===== config.mk =====
export PLATFORM = sky130hd
export DESIGN_NAME = round_robin_slice_dispatcher_flat
export DESIGN_NICKNAME = d
export VERILOG_FILES = /design/src/rtl/rrsd_pkg.sv /design/src/rtl/rrsd_if.sv /design/src/rtl/rrsd_ram.sv /design/src/rtl/rrsd_slice_unit.sv /design/src/rtl/round_robin_slice_dispatcher.sv /design/src/flat_wrapper.sv
export SDC_FILE = /design/constraint.sdc
export NUM_CORES = 1
export LEC_CHECK = 0
export BUFFER_PORTS_ARGS = -buffer_cell sky130_fd_sc_hd__clkbuf_2
export CAP_MARGIN = 20
export CORE_ASPECT_RATIO = 0.6
export CORE_MARGIN = 5
export CORE_UTILIZATION = 57
export DETAILED_ROUTE_END_ITERATION = 12
export PLACE_DENSITY = 0.73
export REMOVE_ABC_BUFFERS = 1
export SKIP_CTS_REPAIR_TIMING = 1
export SLEW_MARGIN = 20
export SYNTH_ARGS = -nofsm -noshare
export SYNTH_HDL_FRONTEND = slang
export SYNTH_SLANG_ARGS = --single-unit

===== constraint.sdc =====
create_clock -name clk_i -period 10.91 [get_ports clk_i]
set_input_delay 0 -clock clk_i [delete_from_list [all_inputs] [get_ports clk_i]]
set_output_delay 0 -clock clk_i [all_outputs]
set_load 0.01 [all_outputs]

===== src/rtl/rrsd_pkg.sv =====
// Shared types and constants for the round-robin slice dispatcher.
`timescale 1ns / 1ps

package rrsd_pkg;

  localparam int OPCODE_W     = 2;
  localparam int BURST_W      = 16;
  localparam int QUANTUM_W    = 8;
  localparam int TASK_INDEX_W = 6;
  localparam int SLICE_W      = 8;

  localparam logic [OPCODE_W-1:0] OP_ADD      = 2'd0;
  localparam logic [OPCODE_W-1:0] OP_DISPATCH = 2'd1;
  localparam logic [OPCODE_W-1:0] OP_CLEAR    = 2'd2;

  localparam logic [QUANTUM_W-1:0] QUANTUM_RESET = 8'd10;

  // Result of the shared slice unit for one table entry.
  typedef struct packed {
    logic               busy;      // entry still has time left
    logic [SLICE_W-1:0] slice;     // min(quantum, remaining), zero quantum as one
    logic [BURST_W-1:0] rem_next;  // remaining minus slice
  } slice_res_t;

endpackage


===== src/rtl/rrsd_if.sv =====
// Valid/ready channel interfaces for dispatcher items and results.
`timescale 1ns / 1ps

interface rrsd_in_if;
  import rrsd_pkg::*;

  logic                valid;
  logic                ready;
  logic [OPCODE_W-1:0] opcode;
  logic [BURST_W-1:0]  burst_length;

  modport source (output valid, output opcode, output burst_length, input ready);
  modport sink   (input valid, input opcode, input burst_length, output ready);
endinterface

interface rrsd_out_if;
  import rrsd_pkg::*;

  logic                    valid;
  logic                    ready;
  logic [TASK_INDEX_W-1:0] task_index;
  logic [SLICE_W-1:0]      slice_length;
  logic                    all_done;

  modport source (output valid, output task_index, output slice_length, output all_done,
                  input ready);
  modport sink   (input valid, input task_index, input slice_length, input all_done,
                  output ready);
endinterface


===== src/rtl/rrsd_ram.sv =====
// Generic single-write, single-read RAM with registered read data.
`timescale 1ns / 1ps

module rrsd_ram #(
  parameter int WIDTH = 16,
  parameter int DEPTH = 64
) (
  input  logic                     clk_i,
  input  logic                     we_i,
  input  logic [$clog2(DEPTH)-1:0] waddr_i,
  input  logic [WIDTH-1:0]         wdata_i,
  input  logic [$clog2(DEPTH)-1:0] raddr_i,
  output logic [WIDTH-1:0]         rdata_o
);

  logic [WIDTH-1:0] mem_q [DEPTH];

  always_ff @(posedge clk_i) begin
    if (we_i) begin
      mem_q[waddr_i] <= wdata_i;
    end
    rdata_o <= mem_q[raddr_i];
  end

endmodule


===== src/rtl/rrsd_slice_unit.sv =====
// Shared compare/subtract unit: slice grant and remaining-time update.
`timescale 1ns / 1ps

module rrsd_slice_unit (
  input  logic [rrsd_pkg::BURST_W-1:0]   rem_i,
  input  logic [rrsd_pkg::QUANTUM_W-1:0] quantum_i,
  output rrsd_pkg::slice_res_t           res_o
);
  import rrsd_pkg::*;

  logic [QUANTUM_W-1:0] q_eff;
  logic [BURST_W-1:0]   q_wide;
  logic [BURST_W-1:0]   slice_wide;

  // A zero quantum acts as one.
  assign q_eff      = (quantum_i == '0) ? QUANTUM_W'(1) : quantum_i;
  assign q_wide     = BURST_W'(q_eff);
  assign slice_wide = (rem_i < q_wide) ? rem_i : q_wide;

  assign res_o.busy     = (rem_i != '0);
  assign res_o.slice    = slice_wide[SLICE_W-1:0];
  assign res_o.rem_next = rem_i - slice_wide;

endmodule


===== src/rtl/round_robin_slice_dispatcher.sv =====
// Top level of the round-robin time-slice dispatcher.
//
//   channel   dir   handshake             payload
//   in_i      in    valid/ready           opcode, burst_length
//   out_o     out   valid/ready           task_index, slice_length, all_done
//   cfg       in    cfg_we_i (no ready)   cfg_wdata_i -> quantum
//
// Add and clear items are handled in S_IDLE. A dispatch walks the table from
// the slot after the last task served: S_READ reads each slot from the RAM,
// S_CHECK checks it through the shared slice unit. A hit is handed off from
// S_CHECK; an empty or all-finished table ends in S_FINISH with all_done. The
// registered RAM read sets the pace. Reset clears task count, search start and
// handshake state and sets the quantum to QUANTUM_RESET; the RAM holds no
// reset value. The output register lets the next item in while a result
// waits; a dispatch that finds its answer holds until it is free.
`timescale 1ns / 1ps

module round_robin_slice_dispatcher #(
  parameter int MAX_TASKS = 64
) (
  input  logic                          clk_i,
  input  logic                          rst_ni,
  input  logic                          cfg_we_i,
  input  logic [rrsd_pkg::QUANTUM_W-1:0] cfg_wdata_i,
  rrsd_in_if.sink                       in_i,
  rrsd_out_if.source                    out_o
);
  import rrsd_pkg::*;

  localparam int IDX_W = $clog2(MAX_TASKS);
  localparam int CNT_W = $clog2(MAX_TASKS + 1);

  localparam logic [1:0] S_IDLE   = 2'd0;
  localparam logic [1:0] S_READ   = 2'd1;
  localparam logic [1:0] S_CHECK  = 2'd2;
  localparam logic [1:0] S_FINISH = 2'd3;

  logic [1:0]           state_q, state_d;
  logic [IDX_W-1:0]     idx_q, idx_d;       // slot under examination
  logic [CNT_W-1:0]     k_q, k_d;           // slots examined so far
  logic [CNT_W-1:0]     count_q, count_d;   // loaded tasks
  logic [IDX_W-1:0]     next_q, next_d;     // where the next search starts
  logic [QUANTUM_W-1:0] quantum_q;

  logic                    out_valid_q, out_valid_d;
  logic [TASK_INDEX_W-1:0] out_index_q, out_index_d;
  logic [SLICE_W-1:0]      out_slice_q, out_slice_d;
  logic                    out_done_q, out_done_d;

  logic                  in_fire;
  logic                  out_free;
  logic                  out_load;
  logic                  table_full;
  logic [CNT_W-1:0]      idx_plus1;
  logic [CNT_W-1:0]      k_plus1;
  logic [IDX_W-1:0]      start_slot;
  logic [IDX_W+TASK_INDEX_W-1:0] idx_wide;

  logic                  ram_we;
  logic [IDX_W-1:0]      ram_waddr;
  logic [BURST_W-1:0]    ram_wdata;
  logic [BURST_W-1:0]    ram_rdata;
  slice_res_t            slice_res;

  rrsd_ram #(
    .WIDTH (BURST_W),
    .DEPTH (MAX_TASKS)
  ) u_rem_ram (
    .clk_i   (clk_i),
    .we_i    (ram_we),
    .waddr_i (ram_waddr),
    .wdata_i (ram_wdata),
    .raddr_i (idx_q),
    .rdata_o (ram_rdata)
  );

  rrsd_slice_unit u_slice (
    .rem_i     (ram_rdata),
    .quantum_i (quantum_q),
    .res_o     (slice_res)
  );

  // Accept items only between dispatches.
  assign in_i.ready = (state_q == S_IDLE);
  assign in_fire    = in_i.valid && in_i.ready;
  assign out_free   = !out_valid_q || out_o.ready;

  assign table_full = (count_q >= CNT_W'(MAX_TASKS));
  assign idx_plus1  = CNT_W'(idx_q) + CNT_W'(1);
  assign k_plus1    = k_q + CNT_W'(1);
  assign start_slot = (CNT_W'(next_q) < count_q) ? next_q : '0;
  // Report the slot masked to the result field's width.
  assign idx_wide   = {{TASK_INDEX_W{1'b0}}, idx_q};

  // One write port: appends from idle, updates from the check step.
  always_comb begin
    if (state_q == S_CHECK) begin
      ram_we    = slice_res.busy && out_free;
      ram_waddr = idx_q;
      ram_wdata = slice_res.rem_next;
    end else begin
      ram_we    = in_fire && (in_i.opcode == OP_ADD) && !table_full;
      ram_waddr = count_q[IDX_W-1:0];
      ram_wdata = in_i.burst_length;
    end
  end

  always_comb begin
    state_d     = state_q;
    idx_d       = idx_q;
    k_d         = k_q;
    count_d     = count_q;
    next_d      = next_q;
    out_load    = 1'b0;
    out_index_d = out_index_q;
    out_slice_d = out_slice_q;
    out_done_d  = out_done_q;

    case (state_q)
      S_IDLE: begin
        if (in_fire) begin
          case (in_i.opcode)
            OP_ADD: begin
              // Drop the task when the table is full.
              if (!table_full) begin
                count_d = count_q + CNT_W'(1);
              end
            end
            OP_CLEAR: begin
              count_d = '0;
              next_d  = '0;
            end
            OP_DISPATCH: begin
              idx_d = start_slot;
              k_d   = '0;
              if (count_q == '0) begin
                state_d = S_FINISH;
              end else begin
                state_d = S_READ;
              end
            end
            default: begin
              // Unused opcode: no effect, no result.
            end
          endcase
        end
      end
      S_READ: begin
        state_d = S_CHECK;
      end
      S_CHECK: begin
        if (slice_res.busy) begin
          // Hold on the hit until the output register frees up.
          if (out_free) begin
            out_load    = 1'b1;
            out_index_d = idx_wide[TASK_INDEX_W-1:0];
            out_slice_d = slice_res.slice;
            out_done_d  = 1'b0;
            next_d      = (idx_plus1 == CNT_W'(MAX_TASKS)) ? '0 : idx_plus1[IDX_W-1:0];
            state_d     = S_IDLE;
          end
        end else if (k_plus1 == count_q) begin
          state_d = S_FINISH;
        end else begin
          // Skip a finished task, wrap at the last loaded slot.
          k_d     = k_plus1;
          idx_d   = (idx_plus1 == count_q) ? '0 : idx_plus1[IDX_W-1:0];
          state_d = S_READ;
        end
      end
      S_FINISH: begin
        if (out_free) begin
          out_load    = 1'b1;
          out_index_d = '0;
          out_slice_d = '0;
          out_done_d  = 1'b1;
          state_d     = S_IDLE;
        end
      end
      default: begin
        state_d = S_IDLE;
      end
    endcase
  end

  always_comb begin
    if (out_load) begin
      out_valid_d = 1'b1;
    end else if (out_o.ready) begin
      out_valid_d = 1'b0;
    end else begin
      out_valid_d = out_valid_q;
    end
  end

  always_ff @(posedge clk_i or negedge rst_ni) begin
    if (!rst_ni) begin
      state_q     <= S_IDLE;
      idx_q       <= '0;
      k_q         <= '0;
      count_q     <= '0;
      next_q      <= '0;
      quantum_q   <= QUANTUM_RESET;
      out_valid_q <= 1'b0;
    end else begin
      state_q     <= state_d;
      idx_q       <= idx_d;
      k_q         <= k_d;
      count_q     <= count_d;
      next_q      <= next_d;
      out_valid_q <= out_valid_d;
      if (cfg_we_i) begin
        quantum_q <= cfg_wdata_i;
      end
    end
  end

  // Result payload needs no reset.
  always_ff @(posedge clk_i) begin
    out_index_q <= out_index_d;
    out_slice_q <= out_slice_d;
    out_done_q  <= out_done_d;
  end

  assign out_o.valid        = out_valid_q;
  assign out_o.task_index   = out_index_q;
  assign out_o.slice_length = out_slice_q;
  assign out_o.all_done     = out_done_q;

endmodule

===== src/flat_wrapper.sv =====
// flat-port wrapper written by rule: the top's interface ports become plain ports
module round_robin_slice_dispatcher_flat import rrsd_pkg::*;
#(
  parameter int MAX_TASKS = 64
)
  (clk_i, rst_ni, cfg_we_i, cfg_wdata_i, in_i_valid, in_i_opcode, in_i_burst_length, in_i_ready, out_o_valid, out_o_task_index, out_o_slice_length, out_o_all_done, out_o_ready);
  rrsd_in_if in_i_i ();
  rrsd_out_if out_o_i ();
  input  logic clk_i;
  input  logic rst_ni;
  input  logic cfg_we_i;
  input  logic [rrsd_pkg::QUANTUM_W-1:0] cfg_wdata_i;
  input wire logic [$bits(in_i_i.valid)-1:0] in_i_valid;
  input wire logic [$bits(in_i_i.opcode)-1:0] in_i_opcode;
  input wire logic [$bits(in_i_i.burst_length)-1:0] in_i_burst_length;
  output wire logic [$bits(in_i_i.ready)-1:0] in_i_ready;
  output wire logic [$bits(out_o_i.valid)-1:0] out_o_valid;
  output wire logic [$bits(out_o_i.task_index)-1:0] out_o_task_index;
  output wire logic [$bits(out_o_i.slice_length)-1:0] out_o_slice_length;
  output wire logic [$bits(out_o_i.all_done)-1:0] out_o_all_done;
  input wire logic [$bits(out_o_i.ready)-1:0] out_o_ready;
  assign in_i_i.valid = in_i_valid;
  assign in_i_i.opcode = in_i_opcode;
  assign in_i_i.burst_length = in_i_burst_length;
  assign in_i_ready = in_i_i.ready;
  assign out_o_valid = out_o_i.valid;
  assign out_o_task_index = out_o_i.task_index;
  assign out_o_slice_length = out_o_i.slice_length;
  assign out_o_all_done = out_o_i.all_done;
  assign out_o_i.ready = out_o_ready;
  round_robin_slice_dispatcher #(.MAX_TASKS(MAX_TASKS)) u_core (.clk_i(clk_i), .rst_ni(rst_ni), .cfg_we_i(cfg_we_i), .cfg_wdata_i(cfg_wdata_i), .in_i(in_i_i), .out_o(out_o_i));
endmodule

---- After elaboration in Yosys (flattened, before gate mapping) ----
Memory sizes are Yosys's and may differ from the RTL's. A register that Yosys moved wholly into a read port is not among the register bits.
Index checks and enable logic that the tools add are counted.
word-level totals
  flip-flop bits (word level) ............. 52
  bits in latches ......................... 0
  bits in writable memories ............... 1024
  ROM bits ................................ 0
  output and inout port bits .............. 17
  memories kept ........................... 1
memory list
  name                    depth  width  rd ports  clocked after memory_dff  wr ports  line            RTL
  u_core.u_rem_ram.mem_q  64     16     1         1                         1         rrsd_ram.sv:16  logic [WIDTH-1:0] mem_q [DEPTH];
cells by class
  add/sub/neg operators ................... 4
  multipliers ............................. 0
  divide/modulo/power cells ............... 0
  order comparisons ....................... 3
  eq/ne operators ......................... 17
  shifts and indexed selects .............. 0
  multiplexer cells ....................... 51
  bitwise gates (word level) .............. 0
  reductions and logical operators ........ 21
operators with widths
  operator                                                        count
  6-bit two-way mux                                               15
  6-bit one-hot mux with 2 select lines                           3
  7-bit two-way mux                                               5
  16-bit two-way mux                                              2
  8-bit two-way mux                                               4
  7-bit one-hot mux with 2 select lines                           2
  16-bit by 8-bit < comparator with 1-bit output                  1
  8-bit one-hot mux with 2 select lines                           1
  16-bit nonzero test                                             1
  16-bit subtractor                                               1
  7-bit by 1-bit adder with 7-bit output (second input constant)  2
  7-bit == test                                                   2
  2-bit two-way mux                                               6
  2-bit inequality test (second input constant)                   6
  1-bit two-way mux                                               10
  5-bit AND reduction                                             2
  8-bit zero test                                                 1
  2-bit one-hot mux with 4 select lines                           1
  4-bit AND reduction                                             2
  2-bit nonzero test                                              4
  6-bit by 1-bit adder with 7-bit output (second input constant)  1
  7-bit == test (second input constant)                           1
  7-bit >= comparator (second input constant)                     1
  7-bit zero test                                                 1
  10 further kinds                                                21

---- Depth between registers and ports, before layout ----
Gate-level depths: netlist of the first run.
  depth after elaboration ................. 7
  depth in mapped cells ................... 17
  depth with buffers taken out ............ 17

---- Cells and area by module ----
From an unflattened synthesis of the first run, not the netlist that was laid out.
second synthesis, totals
  cells, all modules ...................... 2282
  area, all modules ....................... 44111.1 µm²
modules (own cells, without submodules)
  module                        times used  cells an instance  area each (µm²)
  rrsd_ram                      1           1829               40042.2
  round_robin_slice_dispatcher  1           340                3148.0
  rrsd_slice_unit               1           113                920.9

---- Worst setup path after synthesis of the first run ----
OpenSTA, ideal clock, no wires.
  path type ............................... register to register
  from .................................... register u_core.u_rem_ram.rdata_o[10], read port of u_core.u_rem_ram.mem_q
  to ...................................... memory u_core.u_rem_ram.mem_q[0][14], data pin
  library setup time ...................... 0.702 ns
  data arrival time ....................... 6.865 ns
  required time ........................... 10.208 ns
  path slack .............................. 3.343 ns
  stages on the path, launching flop included .. 16
  buffers on the path ..................... 0
  period minus slack after synthesis ...... 7.567 ns
  path through ............................ dfxtp_1 -> or4_4 -> or4_4 -> or4_4 -> a21oi_4 -> mux2i_1 -> ha_1 -> inv_1 -> fa_1 -> a21o_1 -> a21oi_1 -> o21bai_1 -> a2111o_1 -> a2111oi_0 -> xnor2_1 -> o21ai_0
RTL lines
  what             line            RTL
  start, declared  rrsd_ram.sv:13  output logic [WIDTH-1:0] rdata_o
  end, declared    rrsd_ram.sv:16

==> report_table.html, run 1 <==
<table>
<tr><th>Metric</th><th>Value</th></tr>
<tr><th colspan="2">Run status</th></tr>
<tr><td>Result of the run</td><td>completed</td></tr>
<tr><th colspan="2">Setup path</th></tr>
<tr><td>Endpoint required time on the critical path</td><td>around 11 ns</td></tr>
<tr><td>Biggest fanout along the worst timing path</td><td>64</td></tr>
<tr><td>CP Capture Type</td><td>register</td></tr>
<tr><td>WS Path Type</td><td>reg -&gt; reg</td></tr>
<tr><td>Data arrival time of the critical path</td><td>about 6.3 ns</td></tr>
<tr><td>Critical Path Source Type</td><td>register</td></tr>
<tr><th colspan="2">Floorplanning</th></tr>
<tr><td>Die extent in y</td><td>223 um</td></tr>
<tr><td>Rows</td><td>78</td></tr>
<tr><td>Die X</td><td>roughly 370 um</td></tr>
<tr><td>Core area</td><td>approximately 75,000 um2</td></tr>
<tr><td>Starting density of the core</td><td>between 50% and 60%</td></tr>
<tr><td>Area enclosed by the die boundary</td><td>81,500 um2</td></tr>
<tr><td>Total I/O pin count</td><td>48</td></tr>
<tr><th colspan="2">Global route</th></tr>
<tr><td>Total gr overflow</td><td>0</td></tr>
<tr><td>First-pass GRT wire length</td><td>149,000 um</td></tr>
<tr><td>Vias in the first global route</td><td>21.3k</td></tr>
<tr><td>Largest net degree at the start of global routing</td><td>147</td></tr>
<tr><td>Global router's overall resource usage</td><td>between 20% and 30%</td></tr>
<tr><td>Number of antenna violations at the first check in global routing</td><td>3</td></tr>
<tr><th colspan="2">Pwr</th></tr>
<tr><td>Switching share of power</td><td>slightly below 30%</td></tr>
<tr><td>Clock network fraction of design power</td><td>28.3%</td></tr>
<tr><td>Internal power contribution</td><td>7.88 mW</td></tr>
<tr><td>Total power per unit cell area</td><td>between 200 and 250 nW/um2</td></tr>
<tr><td>VDD IR-drop max</td><td>0.199 mV</td></tr>
<tr><td>Sequential group share of total power</td><td>~46%</td></tr>
<tr><td>Portion of total power attributed to combinational logic</td><td>25.3%</td></tr>
<tr><td>Switching power</td><td>3.28 mW</td></tr>
<tr><td>Overall power after layout</td><td>roughly 11 mW</td></tr>
<tr><td>Static leakage</td><td>approximately 15 nW</td></tr>
<tr><th colspan="2">STA</th></tr>
<tr><td>Post-route worst setup slack</td><td>between 4 and 5 ns</td></tr>
<tr><td>Minimum clock period after layout</td><td>5.92 ns</td></tr>
<tr><td>RSZ-0062 raised after global routing</td><td>false</td></tr>
<tr><td>Part of the cycle the worst path needs</td><td>54.2%</td></tr>
<tr><td>Skew final</td><td>approximately 0.017 ns</td></tr>
<tr><td>Worst relative slew slack</td><td>approximately a quarter</td></tr>
<tr><td>Pin slew with the least headroom to its limit</td><td>1.15 ns</td></tr>
<tr><td>Setup-failing EPs final</td><td>0</td></tr>
<tr><td>Final slew viol count</td><td>0</td></tr>
<tr><td>Max Clock Freq</td><td>about 170 MHz</td></tr>
<tr><td>Count of final hold-check violations</td><td>0</td></tr>
<tr><td>Setup TNS</td><td>0 ns</td></tr>
<tr><th colspan="2">Place</th></tr>
<tr><td>Post-detailed-placement half-perimeter wirelength</td><td>between 50,000 and 60,000 um</td></tr>
<tr><td>Pre-CTS setup slack</td><td>4.47 ns</td></tr>
<tr><td>Placer Congestion</td><td>~0.95</td></tr>
<tr><td>Number of placed cells counting well taps</td><td>between 3k and 4k</td></tr>
<tr><td>IO buf count</td><td>47</td></tr>
<tr><th colspan="2">Finish</th></tr>
<tr><td>Total Nets Final</td><td>around 2.2k</td></tr>
<tr><td>Filler cell count</td><td>between 4k and 5k</td></tr>
<tr><td>Share of the core filled with cells in the final layout</td><td>between 60% and 70%</td></tr>
<tr><td>Ratio of cells with drive above 1 in the final layout</td><td>28.3%</td></tr>
<tr><td>Relative area change from synthesis to final layout</td><td>11.8%</td></tr>
<tr><td>Layout Cells excl Fill</td><td>~3.2k</td></tr>
<tr><td>Commonest non-fill, non-tap cells in the layout</td><td>1,039 x sky130_fd_sc_hd__edfxtp_1, 336 x sky130_fd_sc_hd__mux4_2, 99 x sky130_fd_sc_hd__nor2_1</td></tr>
<tr><td>Most common cell after layout, fill and taps aside</td><td>sky130_fd_sc_hd__edfxtp_1</td></tr>
<tr><th colspan="2">Yosys</th></tr>
<tr><td>Number of warnings printed during yosys synthesis</td><td>0</td></tr>
<tr><td>Top-area cell type share of the netlist area</td><td>roughly 72%</td></tr>
<tr><td>Post-synthesis cell type with the largest combined area</td><td>sky130_fd_sc_hd__edfxtp_1</td></tr>
<tr><td>FF+latch count, synth</td><td>~1.1k</td></tr>
<tr><td>Cell count after synthesis</td><td>1,993</td></tr>
<tr><td>Mean instance size in the synthesized netlist</td><td>about 22 um2</td></tr>
<tr><td>Portion of the post-synthesis area used by sequential elements</td><td>75.2%</td></tr>
<tr><td>Area of the mapped netlist</td><td>43,200 um2</td></tr>
<tr><td>Largest cells by area after synthesis</td><td>sky130_fd_sc_hd__edfxtp_1 72%, sky130_fd_sc_hd__mux4_2 18%, sky130_fd_sc_hd__dfrtp_1 2.0%</td></tr>
<tr><td>Share of async-settable or async-resettable flops after synthesis</td><td>roughly 3.4%</td></tr>
<tr><td>Post-synth EDFFs</td><td>around 1.0k</td></tr>
<tr><td>Top_reg_cell synth</td><td>sky130_fd_sc_hd__edfxtp_1</td></tr>
<tr><td>Library cells used by synthesis</td><td>62</td></tr>
<tr><th colspan="2">CTS</th></tr>
<tr><td>Clock buffers created by TritonCTS</td><td>93</td></tr>
<tr><td>Count of clock tree sinks</td><td>1,092</td></tr>
<tr><td>CTS tree</td><td>done</td></tr>
<tr><td>Clock input transition at the sequential cells of the worst setup and hold paths</td><td>0.07 ns</td></tr>
<tr><td>Worst-skew pair later-pin latency</td><td>0.66 ns</td></tr>
<tr><td>Longest Clk Path Bufs</td><td>3</td></tr>
<tr><td>Total number of H-tree levels</td><td>3</td></tr>
<tr><td>CTS Root Cell</td><td>sky130_fd_sc_hd__clkbuf_16</td></tr>
<tr><th colspan="2">Detailed routing</th></tr>
<tr><td>Drt wl/cell</td><td>about 32 um</td></tr>
<tr><td>1st-pass router iterations</td><td>6</td></tr>
<tr><td>Sum of routed wire length over all layers</td><td>~100,000 um</td></tr>
<tr><td>Number of antenna-violating nets in the routed design</td><td>0</td></tr>
<tr><td>DR DRC count</td><td>0</td></tr>
<tr><td>Avg Vias per Cell</td><td>roughly 6.7</td></tr>
<tr><td>DR iter-0 viols</td><td>3,217</td></tr>
<tr><td>Via count</td><td>roughly 22k</td></tr>
<tr><th colspan="2">Flow run</th></tr>
<tr><td>Total of max-cap violations</td><td>0</td></tr>
<tr><th colspan="2">Worst hold path</th></tr>
<tr><td>Kind of path behind the tightest hold check</td><td>in -&gt; reg</td></tr>
</table>
-- per-stage QoR --
step	instance area (um2)	hold slack (ns)
finish	48300	0.0111
floorplan	42800	-0.296
global placement	45100	0.202
global route	48300	0.0259
CTS	47900	-0.490
detailed placement	45100	0.213
-- final cells by class --
class	count	area, um2	share of cell area, %
Tap cell	1000	1250	2.59
Antenna cell	1	2.50	0.00518
Sequential cell	1092	32500	67.2
Multi-Input combinational cell	771	10400	21.5
Timing Repair Buffer	165	1240	2.57
Inverter	29	111	0.231
Clock inverter	49	403	0.835
Clock buffer	113	2420	5.02
-- logic make-up (layout without fill, tap and decap cells) --
logic type | Yosys count | after routing | synth area share [%]
AO/OA/AOI/OAI | 113 | 113 | 1.71
XOR/XNOR | 33 | 33 | 0.701
adder cells (fa/ha/maj) | 25 | 25 | 0.742
buffers and inverters | 130 | 356 | 1.18
flip-flops | 1092 | 1092 | 75.2
multiplexers | 348 | 348 | 17.8
other | 0 | 1 | 0
AND/OR/NAND/NOR | 252 | 252 | 2.68
-- routing by layer --
| metal | vias to the layer above | share of wire [%] | global-route usage, % |
|---|---|---|---|
| met2 | 1259 | 46 | 37.3 |
| li1 | 8630 | - | - |
| met4 | 2 | 2.4 | 6.26 |
| met1 | 11500 | 39 | 38.4 |
| met3 | 166 | 13 | 8.78 |
| met5 | - | 0.016 | 0 |
-- flip-flops by register name, summed over array words and instances, names as in the netlist --
register	cells
u_core.u_rem_ram.mem_q	1024
u_core.out_o.valid	1
u_core.next_q	6
u_core.state_q	2
u_core.out_o.slice_length	8
u_core.count_q	7
u_core.quantum_q	8
u_core.u_rem_ram.rdata_o	16
u_core.out_o.task_index	6
u_core.idx_q	6
u_core.k_q	7
u_core.out_o.all_done	1
-- path summary, 6_finish.rpt --
kind                                              start                              to  slack [ns]  depth (start not counted)
setup / recovery           u_core.u_rem_ram.rdata_o[10]  u_core.u_rem_ram.mem_q[54][14]        4.99                         16
hold / removal                     in_i_burst_length[2]   u_core.u_rem_ram.mem_q[13][2]        0.01                          3
setup reg to reg           u_core.u_rem_ram.rdata_o[10]  u_core.u_rem_ram.mem_q[54][14]        4.99                         16
hold reg to reg                        u_core.next_q[0]                u_core.next_q[0]        0.53                          2
max in group asynchronous                        rst_ni                 u_core.idx_q[3]       10.24                          2
min in group asynchronous                        rst_ni                u_core.next_q[4]        0.02                          2
-- power by group through the flow --
| stage | clock [mW] | combinational [mW] | sequential, mW |
|---|---|---|---|
| detailed placement | 0 | 2.78 | 5.26 |
| floorplan | 0 | 2.09 | 5.41 |
| global placement | 0 | 2.73 | 5.25 |
| finish | 3.16 | 2.83 | 5.17 |
| global route | 3.40 | 3.01 | 5.18 |
| CTS | 3.20 | 2.79 | 5.17 |
-- cells in the mapped netlist, types with 5 or more instances --
master and instances:
sky130_fd_sc_hd__nor3_1 11, sky130_fd_sc_hd__dfrtp_1 35, sky130_fd_sc_hd__edfxtp_1 1039, sky130_fd_sc_hd__a21o_1 7, sky130_fd_sc_hd__nand2_1 63, sky130_fd_sc_hd__nor2_1 100
sky130_fd_sc_hd__xnor2_1 25, sky130_fd_sc_hd__dfxtp_1 16, sky130_fd_sc_hd__mux2i_1 10, sky130_fd_sc_hd__clkbuf_1 69, sky130_fd_sc_hd__o21ai_0 40, sky130_fd_sc_hd__buf_1 20
sky130_fd_sc_hd__a21oi_1 18, sky130_fd_sc_hd__o31ai_1 6, sky130_fd_sc_hd__xor2_1 7, sky130_fd_sc_hd__mux4_2 336, sky130_fd_sc_hd__o21bai_1 5, sky130_fd_sc_hd__and2_1 5
sky130_fd_sc_hd__nand3_1 26, sky130_fd_sc_hd__ha_1 24, sky130_fd_sc_hd__nor4_1 5, sky130_fd_sc_hd__nand2b_1 8, sky130_fd_sc_hd__inv_1 28, sky130_fd_sc_hd__and3_1 9
sky130_fd_sc_hd__buf_2 11
-- critical path: stages (launching register included) --
cell	delay (ns)
sky130_fd_sc_hd__dfxtp_1	0.33
sky130_fd_sc_hd__or4_4	0.57
sky130_fd_sc_hd__or4_4	0.49
sky130_fd_sc_hd__or4_4	0.46
sky130_fd_sc_hd__a21oi_4	0.35
sky130_fd_sc_hd__mux2i_1	0.31
sky130_fd_sc_hd__ha_1	0.25
sky130_fd_sc_hd__inv_1	0.07
sky130_fd_sc_hd__fa_1	0.41
sky130_fd_sc_hd__a21o_1	0.18
sky130_fd_sc_hd__a21oi_1	0.23
sky130_fd_sc_hd__o21bai_1	0.15
sky130_fd_sc_hd__a2111o_1	0.49
sky130_fd_sc_hd__a2111oi_0	0.48
sky130_fd_sc_hd__xnor2_1	0.17
sky130_fd_sc_hd__o21ai_4	0.13
sky130_fd_sc_hd__buf_4	0.53
Power figures use the tool's default switching activity.
==> inputs of run 2 (changes only) <==
- clock period: 10.91 -> 6 ns (I/O delays scaled with it)
==> run 2 against run 1 <==
  * Via count grew 2.2%
  * Flip-flop and latch count is the same
  * First-iteration DRC count grew 8.8%
  * Core utilization grew 0.71 points
  * Non-clock buffer count grew 30
  * Count of clock-buffer cells in the layout grew 1
  * Critical path type unchanged
  * Sequential share of layout area shrank 0.74 points
==> report_table.html, run 2 (same netlist as run 1, synthesis figures left out) <==
<table>
<tr><th>Metric</th><th>Value</th></tr>
<tr><th colspan="2">Floorplanning</th></tr>
<tr><td>Starting density of the core</td><td>57.3% (unchanged)</td></tr>
<tr><td>Total I/O pin count</td><td>48 (unchanged)</td></tr>
<tr><td>Die X</td><td>365 um (unchanged)</td></tr>
<tr><td>Core area</td><td>75,300 um2 (unchanged)</td></tr>
<tr><td>Rows</td><td>78 (unchanged)</td></tr>
<tr><td>Area enclosed by the die boundary</td><td>81,500 um2 (unchanged)</td></tr>
<tr><td>Die extent in y</td><td>223 um (unchanged)</td></tr>
<tr><th colspan="2">CTS</th></tr>
<tr><td>Total number of H-tree levels</td><td>3 (unchanged)</td></tr>
<tr><td>CTS Root Cell</td><td>sky130_fd_sc_hd__clkbuf_16 (unchanged)</td></tr>
<tr><td>Clock buffers created by TritonCTS</td><td>93 (unchanged)</td></tr>
<tr><td>Longest Clk Path Bufs</td><td>3 (unchanged)</td></tr>
<tr><td>CTS tree</td><td>done (unchanged)</td></tr>
<tr><td>Count of clock tree sinks</td><td>1,092 (unchanged)</td></tr>
<tr><td>Worst-skew pair later-pin latency</td><td>0.68 ns (was 0.66 ns)</td></tr>
<tr><td>Clock input transition at the sequential cells of the worst setup and hold paths</td><td>0.07 ns (about the same)</td></tr>
<tr><th colspan="2">Setup path</th></tr>
<tr><td>Crit path depth</td><td>15 (was 16)</td></tr>
<tr><td>WS Path Type</td><td>reg -&gt; reg (unchanged)</td></tr>
<tr><td>Cell repeated most along the worst path</td><td>sky130_fd_sc_hd__or4_4 (unchanged)</td></tr>
<tr><td>Sum of buffers and inverters on the critical path</td><td>2 (unchanged)</td></tr>
<tr><td>Top Family by Delay on Critical Path</td><td>simple AND/OR/NAND/NOR gates (was compound AO/OA/AOI/OAI gates)</td></tr>
<tr><td>Critical Path Source Type</td><td>register (unchanged)</td></tr>
<tr><td>Data arrival time of the critical path</td><td>6.12 ns (was 6.28 ns)</td></tr>
<tr><td>Biggest fanout along the worst timing path</td><td>64 (unchanged)</td></tr>
<tr><td>Endpoint required time on the critical path</td><td>6.33 ns (was 11.27 ns)</td></tr>
<tr><td>Stage delay of the slowest cell on the critical path</td><td>0.80 ns (was 0.57 ns)</td></tr>
<tr><td>Number of cells traversed by the worst register-to-register path</td><td>15 (was 16)</td></tr>
<tr><td>CP Capture Type</td><td>register (unchanged)</td></tr>
<tr><td>Sequence of cells on the critical path</td><td>or4_4, or4_4, or4_4, a21oi_4, buf_4, mux2i_1, ha_1, nor2b_1, o21a_1, o21ai_0, a21oi_1, o41ai_1, buf_4, nor4b_1, or3_2 (was or4_4, or4_4, or4_4, a21oi_4, mux2i_1, ha_1, inv_1, fa_1, a21o_1, a21oi_1, o21bai_1, a2111o_1, a2111oi_0, xnor2_1, o21ai_4, buf_4)</td></tr>
<tr><td>Slowest CP cell</td><td>sky130_fd_sc_hd__or3_2 (was sky130_fd_sc_hd__or4_4)</td></tr>
<tr><th colspan="2">Worst hold path</th></tr>
<tr><td>Hold depth</td><td>3 (unchanged)</td></tr>
<tr><td>Kind of path behind the tightest hold check</td><td>in -&gt; reg (unchanged)</td></tr>
<tr><th colspan="2">STA</th></tr>
<tr><td>Worst relative slew slack</td><td>12.5% (was 23.5%)</td></tr>
<tr><td>Part of the cycle the worst path needs</td><td>96.4% (was 54.2%)</td></tr>
<tr><td>Hold Slack</td><td>0.0130 ns (was 0.0111 ns)</td></tr>
<tr><td>Max Clock Freq</td><td>173 MHz (was 169 MHz)</td></tr>
<tr><td>Setup-failing EPs final</td><td>0 (unchanged)</td></tr>
<tr><td>Final slew viol count</td><td>0 (unchanged)</td></tr>
<tr><td>Pin slew with the least headroom to its limit</td><td>1.29 ns (was 1.15 ns)</td></tr>
<tr><td>Setup TNS</td><td>0 ns (unchanged)</td></tr>
<tr><td>Minimum clock period after layout</td><td>5.79 ns (was 5.92 ns)</td></tr>
<tr><td>RSZ-0062 raised after global routing</td><td>false (unchanged)</td></tr>
<tr><td>Count of final hold-check violations</td><td>0 (unchanged)</td></tr>
<tr><td>Skew final</td><td>0.0304 ns (was 0.0170 ns)</td></tr>
<tr><th colspan="2">Flow run</th></tr>
<tr><td>Total of max-cap violations</td><td>0 (unchanged)</td></tr>
<tr><th colspan="2">Place</th></tr>
<tr><td>Placer Congestion</td><td>0.948 (was 0.945)</td></tr>
<tr><td>IO buf count</td><td>47 (unchanged)</td></tr>
<tr><td>Post-detailed-placement half-perimeter wirelength</td><td>61,600 um (was 57,600 um)</td></tr>
<tr><td>Number of placed cells counting well taps</td><td>3,046 (was 3,025)</td></tr>
<tr><th colspan="2">Pwr</th></tr>
<tr><td>Static leakage</td><td>15.4 nW (was 15.2 nW)</td></tr>
<tr><td>Total power per unit cell area</td><td>421 nW/um2 (was 231 nW/um2)</td></tr>
<tr><td>VDD IR-drop max</td><td>0.321 mV (was 0.199 mV)</td></tr>
<tr><th colspan="2">Finish</th></tr>
<tr><td>Relative area change from synthesis to final layout</td><td>13.1% (was 11.8%)</td></tr>
<tr><td>Flip-flop count of the largest register, all copies and words added</td><td>1,024 (unchanged)</td></tr>
<tr><td>Total area of multi-input combinational cells</td><td>10,400 um2 (about the same)</td></tr>
<tr><td>Layout Cells excl Fill</td><td>3,259 (was 3,220)</td></tr>
<tr><td>Commonest non-fill, non-tap cells in the layout</td><td>1,039 x sky130_fd_sc_hd__edfxtp_1, 336 x sky130_fd_sc_hd__mux4_2, 100 x sky130_fd_sc_hd__buf_4 (was 1,039 x sky130_fd_sc_hd__edfxtp_1, 336 x sky130_fd_sc_hd__mux4_2, 99 x sky130_fd_sc_hd__nor2_1)</td></tr>
<tr><td>Most common cell after layout, fill and taps aside</td><td>sky130_fd_sc_hd__edfxtp_1 (unchanged)</td></tr>
<tr><td>Ratio of cells with drive above 1 in the final layout</td><td>29.4% (was 28.3%)</td></tr>
<tr><td>Biggest register</td><td>u_core.u_rem_ram.mem_q (unchanged)</td></tr>
<tr><td>FF+latch area</td><td>32,500 um2 (unchanged)</td></tr>
<tr><td>Biggest regs</td><td>u_core.u_rem_ram.mem_q x1024, u_core.u_rem_ram.rdata_o x16 (unchanged)</td></tr>
<tr><td>Filler cell count</td><td>4,841 (was 4,929)</td></tr>
<tr><td>Total Nets Final</td><td>2,238 (was 2,208)</td></tr>
<tr><td>Share of the core filled with cells in the final layout</td><td>64.8% (was 64.1%)</td></tr>
<tr><th colspan="2">Global route</th></tr>
<tr><td>Global router's overall resource usage</td><td>27.3% (was 25.7%)</td></tr>
<tr><td>Largest net degree at the start of global routing</td><td>117 (was 147)</td></tr>
<tr><td>Vias in the first global route</td><td>21.5k (was 21.3k)</td></tr>
<tr><td>Total gr overflow</td><td>0 (unchanged)</td></tr>
<tr><td>First-pass GRT wire length</td><td>156,000 um (was 149,000 um)</td></tr>
<tr><td>Number of antenna violations at the first check in global routing</td><td>6 (was 3)</td></tr>
<tr><th colspan="2">Detailed routing</th></tr>
<tr><td>1st-pass router iterations</td><td>7 (was 6)</td></tr>
<tr><td>DR iter-0 viols</td><td>3,501 (was 3,217)</td></tr>
<tr><td>Via count</td><td>22.0k (was 21.5k)</td></tr>
<tr><td>Avg Vias per Cell</td><td>6.75 (was 6.68)</td></tr>
<tr><td>DR DRC count</td><td>0 (unchanged)</td></tr>
<tr><td>Number of antenna-violating nets in the routed design</td><td>0 (unchanged)</td></tr>
<tr><td>Sum of routed wire length over all layers</td><td>110,000 um (was 103,000 um)</td></tr>
<tr><td>Drt wl/cell</td><td>33.7 um (was 32.1 um)</td></tr>
<tr><th colspan="2">Run status</th></tr>
<tr><td>Result of the run</td><td>completed (unchanged)</td></tr>
</table>
[run 2: cell types whose count changed in the layout (fill, tap and decap cells not counted), sizes merged]
cell and delta:
dlygate4sd3 +3, clkinvlp +4, bufinv +5, diode +1, buf +27, clkbuf +1, clkinv -2
[run 2: worst reg2reg max path: cells and delay by family, from the launching register on]
kind,cells,cell delay [ns]
mux,1,0.43
flops,1,0.34
simple gates,6,2.66
fa+ha+maj,1,0.31
compound gates,5,1.21
buf+inv,2,0.44
[run 2: final timing paths]
check | from | end | slack, ns
setup reg to reg | u_core.u_rem_ram.rdata_o[10] | u_core.u_rem_ram.mem_q[43][9] | 0.21
hold reg to reg | u_core.k_q[6] | u_core.k_q[6] | 0.55
max in group asynchronous | rst_ni | u_core.idx_q[1] | 5.27
min in group asynchronous | rst_ni | u_core.quantum_q[5] | 0.03
hold / removal | in_i_burst_length[15] | u_core.u_rem_ram.mem_q[22][15] | 0.01
setup / recovery | u_core.u_rem_ram.rdata_o[10] | u_core.u_rem_ram.mem_q[43][9] | 0.21
[run 2: through the flow]
stage / power, mW / worst slack, ns / area [um2]
6_report: 20.6 / 0.215 / 48800
3_5_place_dp: 14.5 / -0.0132 / 45300
5_1_grt: 21.3 / 0.0206 / 48800
3_3_place_gp: 14.4 / 0.175 / 45300
4_1_cts: 20.5 / -0.0999 / 48300
2_1_floorplan: 13.4 / -7.12 / 42800
[run 2: final cells by class]
class | instances | area share, %
Antenna cell | 2 | 0.0103
Clock buffer | 114 | 5.02
Clock inverter | 56 | 1.15
Inverter | 29 | 0.228
Multi-Input combinational cell | 771 | 21.3
Sequential cell | 1092 | 66.5
Tap cell | 1000 | 2.56
Timing Repair Buffer | 195 | 3.27
[run 2: metal layers]
metal / global-route usage, % / wire (um) / vias to the layer above
met5: 0 / 0 / -
met4: 7.81 / 3310 / 0
met3: 8.90 / 15000 / 197
met2: 39.2 / 49100 / 1564
met1: 40.9 / 42300 / 11500
li1: - / - / 8703
[run 2: report_power, final]
group | switching [mW] | internal [mW] | leakage, nW
Combinational | 2.98 | 2.28 | 4.00
Sequential | 0.258 | 9.03 | 9.97
Clock | 2.68 | 3.35 | 1.46
Total | 5.91 | 14.7 | 15.4
